## src/rtl/atfp_pkg.sv

```systemverilog
// Shared types, constants and digit decode functions for the target frame parser.
package atfp_pkg;

    localparam int unsigned BYTE_W   = 8;
    localparam int unsigned VALUE_W  = 16;
    localparam int unsigned CENTER_W = 10;
    localparam int unsigned POS_W    = 4;
    localparam int unsigned DIGITS   = 6;
    localparam int unsigned DIGIT_IX_W = 3;

    localparam logic [BYTE_W-1:0] HEAD_F     = 8'h46;
    localparam logic [BYTE_W-1:0] HEAD_E     = 8'h45;
    localparam logic [BYTE_W-1:0] TAIL_A     = 8'h41;
    localparam logic [BYTE_W-1:0] ASCII_ZERO = 8'h30;
    localparam logic [BYTE_W-1:0] ASCII_NINE = 8'h39;

    localparam logic [POS_W-1:0] POS_HEAD_F     = 4'd0;
    localparam logic [POS_W-1:0] POS_HEAD_E     = 4'd1;
    localparam logic [POS_W-1:0] POS_FIRST_DIGIT = 4'd2;
    localparam logic [POS_W-1:0] POS_LAST_DIGIT = 4'd7;
    localparam logic [POS_W-1:0] POS_TAIL       = 4'd8;

    localparam logic [CENTER_W-1:0] CENTER_RESET = 10'd490;
    localparam logic [VALUE_W-1:0]  OFFSET_RESET = 16'd11;

    localparam logic REG_CENTER_X = 1'b0;

    typedef struct packed {
        logic [BYTE_W-1:0]         echo_byte;
        logic                      frame_done;
        logic                      target_found;
        logic                      found_ever;
        logic signed [VALUE_W-1:0] x_pos;
        logic signed [VALUE_W-1:0] y_pos;
        logic signed [VALUE_W-1:0] x_error;
    } result_t;

    function automatic logic signed [VALUE_W-1:0] digit_value(input logic [BYTE_W-1:0] b);
        digit_value = $signed({{(VALUE_W-BYTE_W){1'b0}}, b})
                    - $signed({{(VALUE_W-BYTE_W){1'b0}}, ASCII_ZERO});
    endfunction

    function automatic logic signed [VALUE_W-1:0] decode3(
        input logic [BYTE_W-1:0] a,
        input logic [BYTE_W-1:0] b,
        input logic [BYTE_W-1:0] c
    );
        logic signed [VALUE_W-1:0] hundreds;
        logic signed [VALUE_W-1:0] tens;
        hundreds = digit_value(a) * 16'sd100;
        tens     = digit_value(b) * 16'sd10;
        decode3  = hundreds + tens + digit_value(c);
    endfunction

endpackage

```

## src/rtl/atfp_cfg.sv

```systemverilog
// APB register block holding the horizontal centre setting.
module atfp_cfg (
    input  logic                          clk,
    input  logic                          rst_n,
    input  logic                          psel,
    input  logic                          penable,
    input  logic                          pwrite,
    input  logic [2:0]                    paddr,
    input  logic [31:0]                   pwdata,
    output logic [31:0]                   prdata,
    output logic                          pready,
    output logic [atfp_pkg::CENTER_W-1:0] center_x
);
    import atfp_pkg::*;

    logic [CENTER_W-1:0] center_reg;
    logic [CENTER_W-1:0] center_next;
    logic                wr_en;

    assign pready = 1'b1;
    assign wr_en  = psel && penable && pwrite && (paddr[2] == REG_CENTER_X);

    always_comb
    begin
        center_next = center_reg;
        if (wr_en)
        begin
            center_next = pwdata[CENTER_W-1:0];
        end
    end

    always_ff @(posedge clk or negedge rst_n)
    begin
        if (!rst_n)
        begin
            center_reg <= CENTER_RESET;
        end
        else
        begin
            center_reg <= center_next;
        end
    end

    always_comb
    begin
        prdata = '0;
        if (paddr[2] == REG_CENTER_X)
        begin
            prdata = {{(32-CENTER_W){1'b0}}, center_reg};
        end
    end

    assign center_x = center_reg;

endmodule

```

## src/rtl/atfp_decode.sv

```systemverilog
// Frame position tracking, digit capture and position decode.
module atfp_decode (
    input  logic                          clk,
    input  logic                          rst_n,
    input  logic                          accept,
    input  logic [atfp_pkg::BYTE_W-1:0]   rx_byte,
    input  logic [atfp_pkg::CENTER_W-1:0] center_x,
    output atfp_pkg::result_t             result
);
    import atfp_pkg::*;

    logic [POS_W-1:0]          position_reg;
    logic [POS_W-1:0]          position_next;
    logic [BYTE_W-1:0]         digit_reg [DIGITS];
    logic [DIGIT_IX_W-1:0]     digit_ix;
    logic                      digit_we;
    logic signed [VALUE_W-1:0] x_reg;
    logic signed [VALUE_W-1:0] x_next;
    logic signed [VALUE_W-1:0] y_reg;
    logic signed [VALUE_W-1:0] y_next;
    logic signed [VALUE_W-1:0] offset_reg;
    logic signed [VALUE_W-1:0] offset_next;
    logic                      found_now_reg;
    logic                      found_now_next;
    logic                      found_once_reg;
    logic                      found_once_next;
    logic                      done;
    logic                      all_nine;
    logic signed [VALUE_W-1:0] x_dec;
    logic signed [VALUE_W-1:0] y_dec;

    assign digit_we = (position_reg >= POS_FIRST_DIGIT) && (position_reg <= POS_LAST_DIGIT);
    assign digit_ix = position_reg[DIGIT_IX_W-1:0] - POS_FIRST_DIGIT[DIGIT_IX_W-1:0];

    always_comb
    begin
        all_nine = 1'b1;
        for (int k = 0; k < DIGITS; k++)
        begin
            if (digit_reg[k] != ASCII_NINE)
            begin
                all_nine = 1'b0;
            end
        end
    end

    assign x_dec = decode3(digit_reg[0], digit_reg[1], digit_reg[2]);
    assign y_dec = decode3(digit_reg[3], digit_reg[4], digit_reg[5]);
    assign done  = (position_reg == POS_TAIL) && (rx_byte == TAIL_A);

    always_comb
    begin
        priority if (position_reg == POS_HEAD_F)
        begin
            position_next = (rx_byte == HEAD_F) ? POS_HEAD_E : POS_HEAD_F;
        end
        else if (position_reg == POS_HEAD_E)
        begin
            position_next = (rx_byte == HEAD_E) ? POS_FIRST_DIGIT : POS_HEAD_F;
        end
        else if (position_reg >= POS_TAIL)
        begin
            position_next = POS_HEAD_F;
        end
        else
        begin
            position_next = position_reg + 4'd1;
        end
    end

    always_comb
    begin
        x_next          = x_reg;
        y_next          = y_reg;
        offset_next     = offset_reg;
        found_now_next  = found_now_reg;
        found_once_next = found_once_reg;
        if (done)
        begin
            if (all_nine)
            begin
                found_now_next = 1'b0;
            end
            else
            begin
                x_next          = x_dec;
                y_next          = y_dec;
                offset_next     = x_dec - $signed({{(VALUE_W-CENTER_W){1'b0}}, center_x});
                found_now_next  = 1'b1;
                found_once_next = 1'b1;
            end
        end
    end

    always_ff @(posedge clk or negedge rst_n)
    begin
        if (!rst_n)
        begin
            position_reg   <= POS_HEAD_F;
            x_reg          <= '0;
            y_reg          <= '0;
            offset_reg     <= OFFSET_RESET;
            found_now_reg  <= 1'b0;
            found_once_reg <= 1'b0;
        end
        else if (accept)
        begin
            position_reg   <= position_next;
            x_reg          <= x_next;
            y_reg          <= y_next;
            offset_reg     <= offset_next;
            found_now_reg  <= found_now_next;
            found_once_reg <= found_once_next;
        end
    end

    always_ff @(posedge clk)
    begin
        if (accept && digit_we)
        begin
            digit_reg[digit_ix] <= rx_byte;
        end
    end

    always_comb
    begin
        result.echo_byte    = rx_byte;
        result.frame_done   = done;
        result.target_found = found_now_next;
        result.found_ever   = found_once_next;
        result.x_pos        = x_next;
        result.y_pos        = y_next;
        result.x_error      = offset_next;
    end

    a_position_range: assert property (@(posedge clk) disable iff (!rst_n)
        position_reg <= POS_TAIL)
        else $error("frame position out of range");

    a_done_rewinds: assert property (@(posedge clk) disable iff (!rst_n)
        (accept && done) |=> (position_reg == POS_HEAD_F))
        else $error("position not rewound after a completed frame");

    a_found_implies_ever: assert property (@(posedge clk) disable iff (!rst_n)
        found_now_reg |-> found_once_reg)
        else $error("found flag set without found-ever flag");

endmodule

```

## src/rtl/atfp_skid.sv

```systemverilog
// Output result register with a skid stage so input acceptance survives a stalled receiver.
module atfp_skid (
    input  logic              clk,
    input  logic              rst_n,
    input  logic              in_valid,
    output logic              in_stall,
    input  atfp_pkg::result_t in_data,
    output logic              out_valid,
    input  logic              out_stall,
    output atfp_pkg::result_t out_data
);
    import atfp_pkg::*;

    logic    out_valid_reg;
    logic    out_valid_next;
    logic    skid_valid_reg;
    logic    skid_valid_next;
    result_t out_data_reg;
    result_t skid_data_reg;
    logic    in_acc;
    logic    out_free;

    assign in_stall = skid_valid_reg;
    assign in_acc   = in_valid && !skid_valid_reg;
    assign out_free = !out_valid_reg || !out_stall;

    always_comb
    begin
        out_valid_next  = out_valid_reg;
        skid_valid_next = skid_valid_reg;
        if (out_free)
        begin
            out_valid_next  = skid_valid_reg || in_acc;
            skid_valid_next = 1'b0;
        end
        else if (in_acc)
        begin
            skid_valid_next = 1'b1;
        end
    end

    always_ff @(posedge clk or negedge rst_n)
    begin
        if (!rst_n)
        begin
            out_valid_reg  <= 1'b0;
            skid_valid_reg <= 1'b0;
        end
        else
        begin
            out_valid_reg  <= out_valid_next;
            skid_valid_reg <= skid_valid_next;
        end
    end

    always_ff @(posedge clk)
    begin
        if (out_free)
        begin
            if (skid_valid_reg)
            begin
                out_data_reg <= skid_data_reg;
            end
            else if (in_acc)
            begin
                out_data_reg <= in_data;
            end
        end
        else if (in_acc)
        begin
            skid_data_reg <= in_data;
        end
    end

    assign out_valid = out_valid_reg;
    assign out_data  = out_data_reg;

    a_skid_behind_out: assert property (@(posedge clk) disable iff (!rst_n)
        skid_valid_reg |-> out_valid_reg)
        else $error("skid stage holds a transaction ahead of the output register");

    a_stalled_accept_parks: assert property (@(posedge clk) disable iff (!rst_n)
        (out_valid_reg && out_stall && in_acc) |=> skid_valid_reg)
        else $error("transaction accepted under stall was not parked");

    a_drain_empties: assert property (@(posedge clk) disable iff (!rst_n)
        (out_valid_reg && !out_stall && !skid_valid_reg && !in_acc) |=> !out_valid_reg)
        else $error("output register kept a delivered transaction");

endmodule

```

## src/rtl/ascii_target_frame_parser_unit.sv

```systemverilog
// Top level of the ASCII target frame parser: config port, decode and result buffer.
// Usage:
//   Input channel item_valid / item_stall / rx_byte carries one received byte per
//   transaction. Result channel result_valid / result_stall carries one result per
//   byte: the echoed byte, a frame-done strobe, the found and found-ever flags and the
//   last decoded x, y and x error.
//   Frames are 'F', 'E', six ASCII digits, 'A'; all-nines digits clear the found flag.
//   The APB port holds center_x at byte address 0 (reset 490); write it while idle.
// Result path: each result is registered in the result register, or parked in the skid stage under result_stall.
// Throughput: one byte per cycle while item_stall is low, set by the single decode
//   stage feeding the result register.
// Reset: rst_n clears the frame position, flags and decoded values (x error 11)
//   and empties the result buffer; captured digit bytes are not cleared.
// Stall: with result_stall high one more byte is taken into a skid stage; item_stall
//   then rises until the receiver drains the result register.
module ascii_target_frame_parser_unit (
    input  logic                               clk,
    input  logic                               rst_n,
    input  logic                               psel,
    input  logic                               penable,
    input  logic                               pwrite,
    input  logic [2:0]                         paddr,
    input  logic [31:0]                        pwdata,
    output logic [31:0]                        prdata,
    output logic                               pready,
    input  logic                               item_valid,
    output logic                               item_stall,
    input  logic [atfp_pkg::BYTE_W-1:0]        rx_byte,
    output logic                               result_valid,
    input  logic                               result_stall,
    output logic [atfp_pkg::BYTE_W-1:0]        echo_byte,
    output logic                               frame_done,
    output logic                               target_found,
    output logic                               found_ever,
    output logic signed [atfp_pkg::VALUE_W-1:0] x_pos,
    output logic signed [atfp_pkg::VALUE_W-1:0] y_pos,
    output logic signed [atfp_pkg::VALUE_W-1:0] x_error
);
    import atfp_pkg::*;

    logic [CENTER_W-1:0] center_x;
    logic                item_acc;
    result_t             dec_result;
    result_t             out_result;

    assign item_acc = item_valid && !item_stall;

    atfp_cfg u_cfg (
        .clk      (clk),
        .rst_n    (rst_n),
        .psel     (psel),
        .penable  (penable),
        .pwrite   (pwrite),
        .paddr    (paddr),
        .pwdata   (pwdata),
        .prdata   (prdata),
        .pready   (pready),
        .center_x (center_x)
    );

    atfp_decode u_decode (
        .clk      (clk),
        .rst_n    (rst_n),
        .accept   (item_acc),
        .rx_byte  (rx_byte),
        .center_x (center_x),
        .result   (dec_result)
    );

    atfp_skid u_skid (
        .clk       (clk),
        .rst_n     (rst_n),
        .in_valid  (item_valid),
        .in_stall  (item_stall),
        .in_data   (dec_result),
        .out_valid (result_valid),
        .out_stall (result_stall),
        .out_data  (out_result)
    );

    assign echo_byte    = out_result.echo_byte;
    assign frame_done   = out_result.frame_done;
    assign target_found = out_result.target_found;
    assign found_ever   = out_result.found_ever;
    assign x_pos        = out_result.x_pos;
    assign y_pos        = out_result.y_pos;
    assign x_error      = out_result.x_error;

endmodule
```

## config.mk

```make
export PLATFORM = sky130hd
export DESIGN_NAME = ascii_target_frame_parser_unit
export DESIGN_NICKNAME = d
export VERILOG_FILES = /design/src/rtl/atfp_pkg.sv /design/src/rtl/atfp_cfg.sv /design/src/rtl/atfp_decode.sv /design/src/rtl/atfp_skid.sv /design/src/rtl/ascii_target_frame_parser_unit.sv
export SDC_FILE = /design/constraint.sdc
export NUM_CORES = 1
export LEC_CHECK = 0
export ABC_CLOCK_PERIOD_IN_PS = 7890
export BUFFER_PORTS_ARGS = -buffer_cell sky130_fd_sc_hd__buf_2
export CORE_MARGIN = 4
export CORE_UTILIZATION = 53
export CTS_CLUSTER_SIZE = 8
export DETAILED_ROUTE_END_ITERATION = 8
export PLACE_DENSITY = 0.81
export SYNTH_ARGS = -nofsm -noshare
export SYNTH_HDL_FRONTEND = slang
export SYNTH_SLANG_ARGS = --single-unit
```

## constraint.sdc

```tcl
create_clock -name clk -period 7.89 [get_ports clk]
set_input_delay 1.1835 -clock clk [delete_from_list [all_inputs] [get_ports clk]]
set_output_delay 1.1835 -clock clk [all_outputs]
set_load 0.02 [all_outputs]
```

==> impl_metrics.env <==
export IMPL_status="finished, final reports clean"
export IMPL_final_antenna_net_count=0
export IMPL_cp_data_arrival_time_ns=6.28
export IMPL_async_flop_share=0.284
export IMPL_min_path_type="flip-flop to flip-flop"
export IMPL_stdcell_area_sq_mm=0.0159
export IMPL_rows=59
export IMPL_cts_max_level=2
export IMPL_cp_max_fo=4
export IMPL_wirelength_um=29800
export IMPL_postSynthAreaPerCell_sq_um=11.4
export IMPL_grt_max_degree=73
export IMPL_portBuffers=96
export IMPL_setup_worst_path_class="flip-flop to flip-flop"
export IMPL_start_util=0.539
export IMPL_fmax_ghz=0.166
export IMPL_drive_gt1_frac=0.173
export IMPL_cts_tree="done"
export IMPL_synth_warnings=0
export IMPL_antenna_found_initial=0
export IMPL_die_y_um=171
export IMPL_r2r_end="u_skid.out_data[13]"
export IMPL_fin_crit_ns=6.03
export IMPL_timing_slew_headroom=0.172
export IMPL_drt_vias_per_instance=5.50
export IMPL_drc=0
export IMPL_drt_first_pass_iters=5
export IMPL_fillCellCount=1990
export IMPL_post_cts_repair_setup_buffers=0
export IMPL_core_sq_mm=0.0261
export IMPL_cp_startpoint="u_decode.digit_reg[0][4]"
export IMPL_synth_area_sq_mm=0.0141
export IMPL_path_clk_slew_ns=0.05
export IMPL_rsz0062_at_grt="no"
export IMPL_yosys_top_cells_count="edfxtp_1 (166), nand2_1 (140), ha_1 (134), inv_1 (117), mux2_2 (63)"
export IMPL_end_kind="flip-flop"
export IMPL_die_area_sq_mm=0.0292
export IMPL_synth_edff_count=166
export IMPL_final_nets=1578
export IMPL_placed_area_sq_mm=0.0149
export IMPL_synth_cells=1239
export IMPL_r2r_start="u_decode.digit_reg[0][4]"
export IMPL_numCtsBuffers=35
export IMPL_synthFlopType="edfxtp_1"
export IMPL_multi_input_area_sq_mm=0.00679
export IMPL_hpwl_um=20700
export IMPL_regArea_sq_mm=0.00665
export IMPL_final_core_util=0.609
export IMPL_peakVddDrop_mv=0.199
export IMPL_clk_latency_ns=0.50
export IMPL_rrSetupSlack_ns=1.86
export IMPL_hold_viol=0
export IMPL_cp_required_ns=8.14
export IMPL_post_cts_resized=0
export IMPL_worst_pin_slew_ns=1.23
export IMPL_synthTopCellsByArea="edfxtp_1 (35%), ha_1 (12%), dfrtp_1 (10%)"
export IMPL_vias=9418
export IMPL_cts_sinks=232
export IMPL_routabilityCongestion=0.846
export IMPL_seq_area_frac_synth=0.472
export IMPL_cts_max_path_buffers=3
export IMPL_initialDrtViolationCount=757
export IMPL_yosysMostFrequentCell="edfxtp_1"
export IMPL_setup_violations=0
export IMPL_whs_ns=0.460
export IMPL_ios=144
export IMPL_die_w_um=171
export IMPL_timing_final_ws_setup_ns=1.86
export IMPL_tns_ns=0
export IMPL_ys_ff_latch=232
export IMPL_powerDensity_mw_per_mm2=308
export IMPL_dp_slack_ns=1.80
export IMPL_track_usage=0.205
export IMPL_cts_hold_buf=0
export IMPL_grt_pass1_wl_um=48100
export IMPL_post_route_period_util=0.764
export IMPL_finalMaxSlewViolations=0
export IMPL_synth_top_cell_by_area="edfxtp_1"
export IMPL_wl_per_cell_um=17.4
export IMPL_synth_top_area_frac=0.354
export IMPL_power_leakage_nw=7.08
export IMPL_crit_end="u_skid.out_data[13]"
export IMPL_maxCapViolations=0
export IMPL_rr_worst_depth=18
export IMPL_root_buffer="clkbuf_16"
export IMPL_diodes=0
export IMPL_area_growth_syn_to_layout_pct=13.0
export IMPL_clock_skew_final_ns=0.0114
export IMPL_synthDistinctLibCells=62
export IMPL_grt_overflow_total=0
export IMPL_startpoint_type="flip-flop"
export IMPL_grt_pass1_vias=9507
[worst max-delay path: stages (launching register included)]
cell	delay, ns
edfxtp_1	0.45
ha_1	0.30
nor3_1	0.74
fa_1	0.54
ha_1	0.31
ha_1	0.31
a21oi_1	0.19
xor2_1	0.23
fa_1	0.45
inv_1	0.08
ha_1	0.29
a21o_1	0.20
a41oi_1	0.19
xor2_1	0.42
nand4b_1	0.23
nand2b_4	0.20
xnor2_2	0.14
mux2_4	0.26
mux2_2	0.25
[layout by cell type (no fill, tap or decap), types with 10 or more instances in the layout]
cell type  count
xor2_1        32
clkbuf_1      24
buf_2         96
nand2_1      138
conb_1        23
o21ai_0       57
dfrtp_1       56
a21oi_1       57
nor2b_1       10
inv_1        117
o21bai_1      10
xnor2_1       55
buf_4         11
nor2_1        59
a21o_1        21
o21ai_1       37
edfxtp_1     166
clkbuf_16     37
fa_1          44
nand2b_1      14
mux2_2        63
nor3_1        14
ha_1         134
[cell type report]
type	count	share of cell area
Multi-Input combinational cell	856	0.427
Clock buffer	61	0.0639
Timing Repair Buffer	107	0.0354
Inverter	118	0.0278
Clock inverter	3	0.00189
Tap cell	335	0.0263
Sequential cell	232	0.418
[per-layer routing]
metal,global-route usage,vias to the layer above,wire length [um]
li1,-,4480,-
met1,0.284,4571,13000
met2,0.340,323,14200
met3,0.0321,44,1930
met4,0.0551,0,546
met5,0,-,0
[where the power goes]
part           total (mW)  internal (mW)  switching [mW]
Clock                1.39          0.871           0.519
Combinational        2.07          0.824            1.25
Sequential           1.44           1.39          0.0491
Total                4.90           3.09            1.82
[kinds of logic (layout without fill, tap and decap cells)]
logic type	Yosys count	count (layout)	synth area share
flip-flops	232	232	0.472
AO/OA/AOI/OAI	211	211	0.0867
other	2	23	0.000533
buffers and inverters	172	289	0.0531
multiplexers	65	65	0.0521
AND/OR/NAND/NOR	288	288	0.0943
adder cells (fa/ha/maj)	178	178	0.182
XOR/XNOR	91	91	0.0595
[metrics by stage]
step                instances  power (mW)
global route             1712        5.23
finish                   1712        4.90
detailed placement       1648        3.50
global placement         1648        3.43
floorplan                1260        3.05
CTS                      1712        4.93
[how the worst min path moves through the flow]
stage                            startpoint                       to  slack [ns]  depth (start not counted)
global placement    u_decode.found_once_reg  u_decode.found_once_reg        0.44                          1
floorplan           u_decode.found_once_reg  u_decode.found_once_reg        0.42                          1
CTS                  u_decode.offset_reg[1]   u_decode.offset_reg[1]        0.46                          2
finish               u_decode.offset_reg[1]   u_decode.offset_reg[1]        0.46                          2
detailed placement   u_decode.offset_reg[1]   u_decode.offset_reg[1]        0.45                          2
global route        u_decode.found_once_reg  u_decode.found_once_reg        0.48                          1
(Power assumes the default switching activity.)
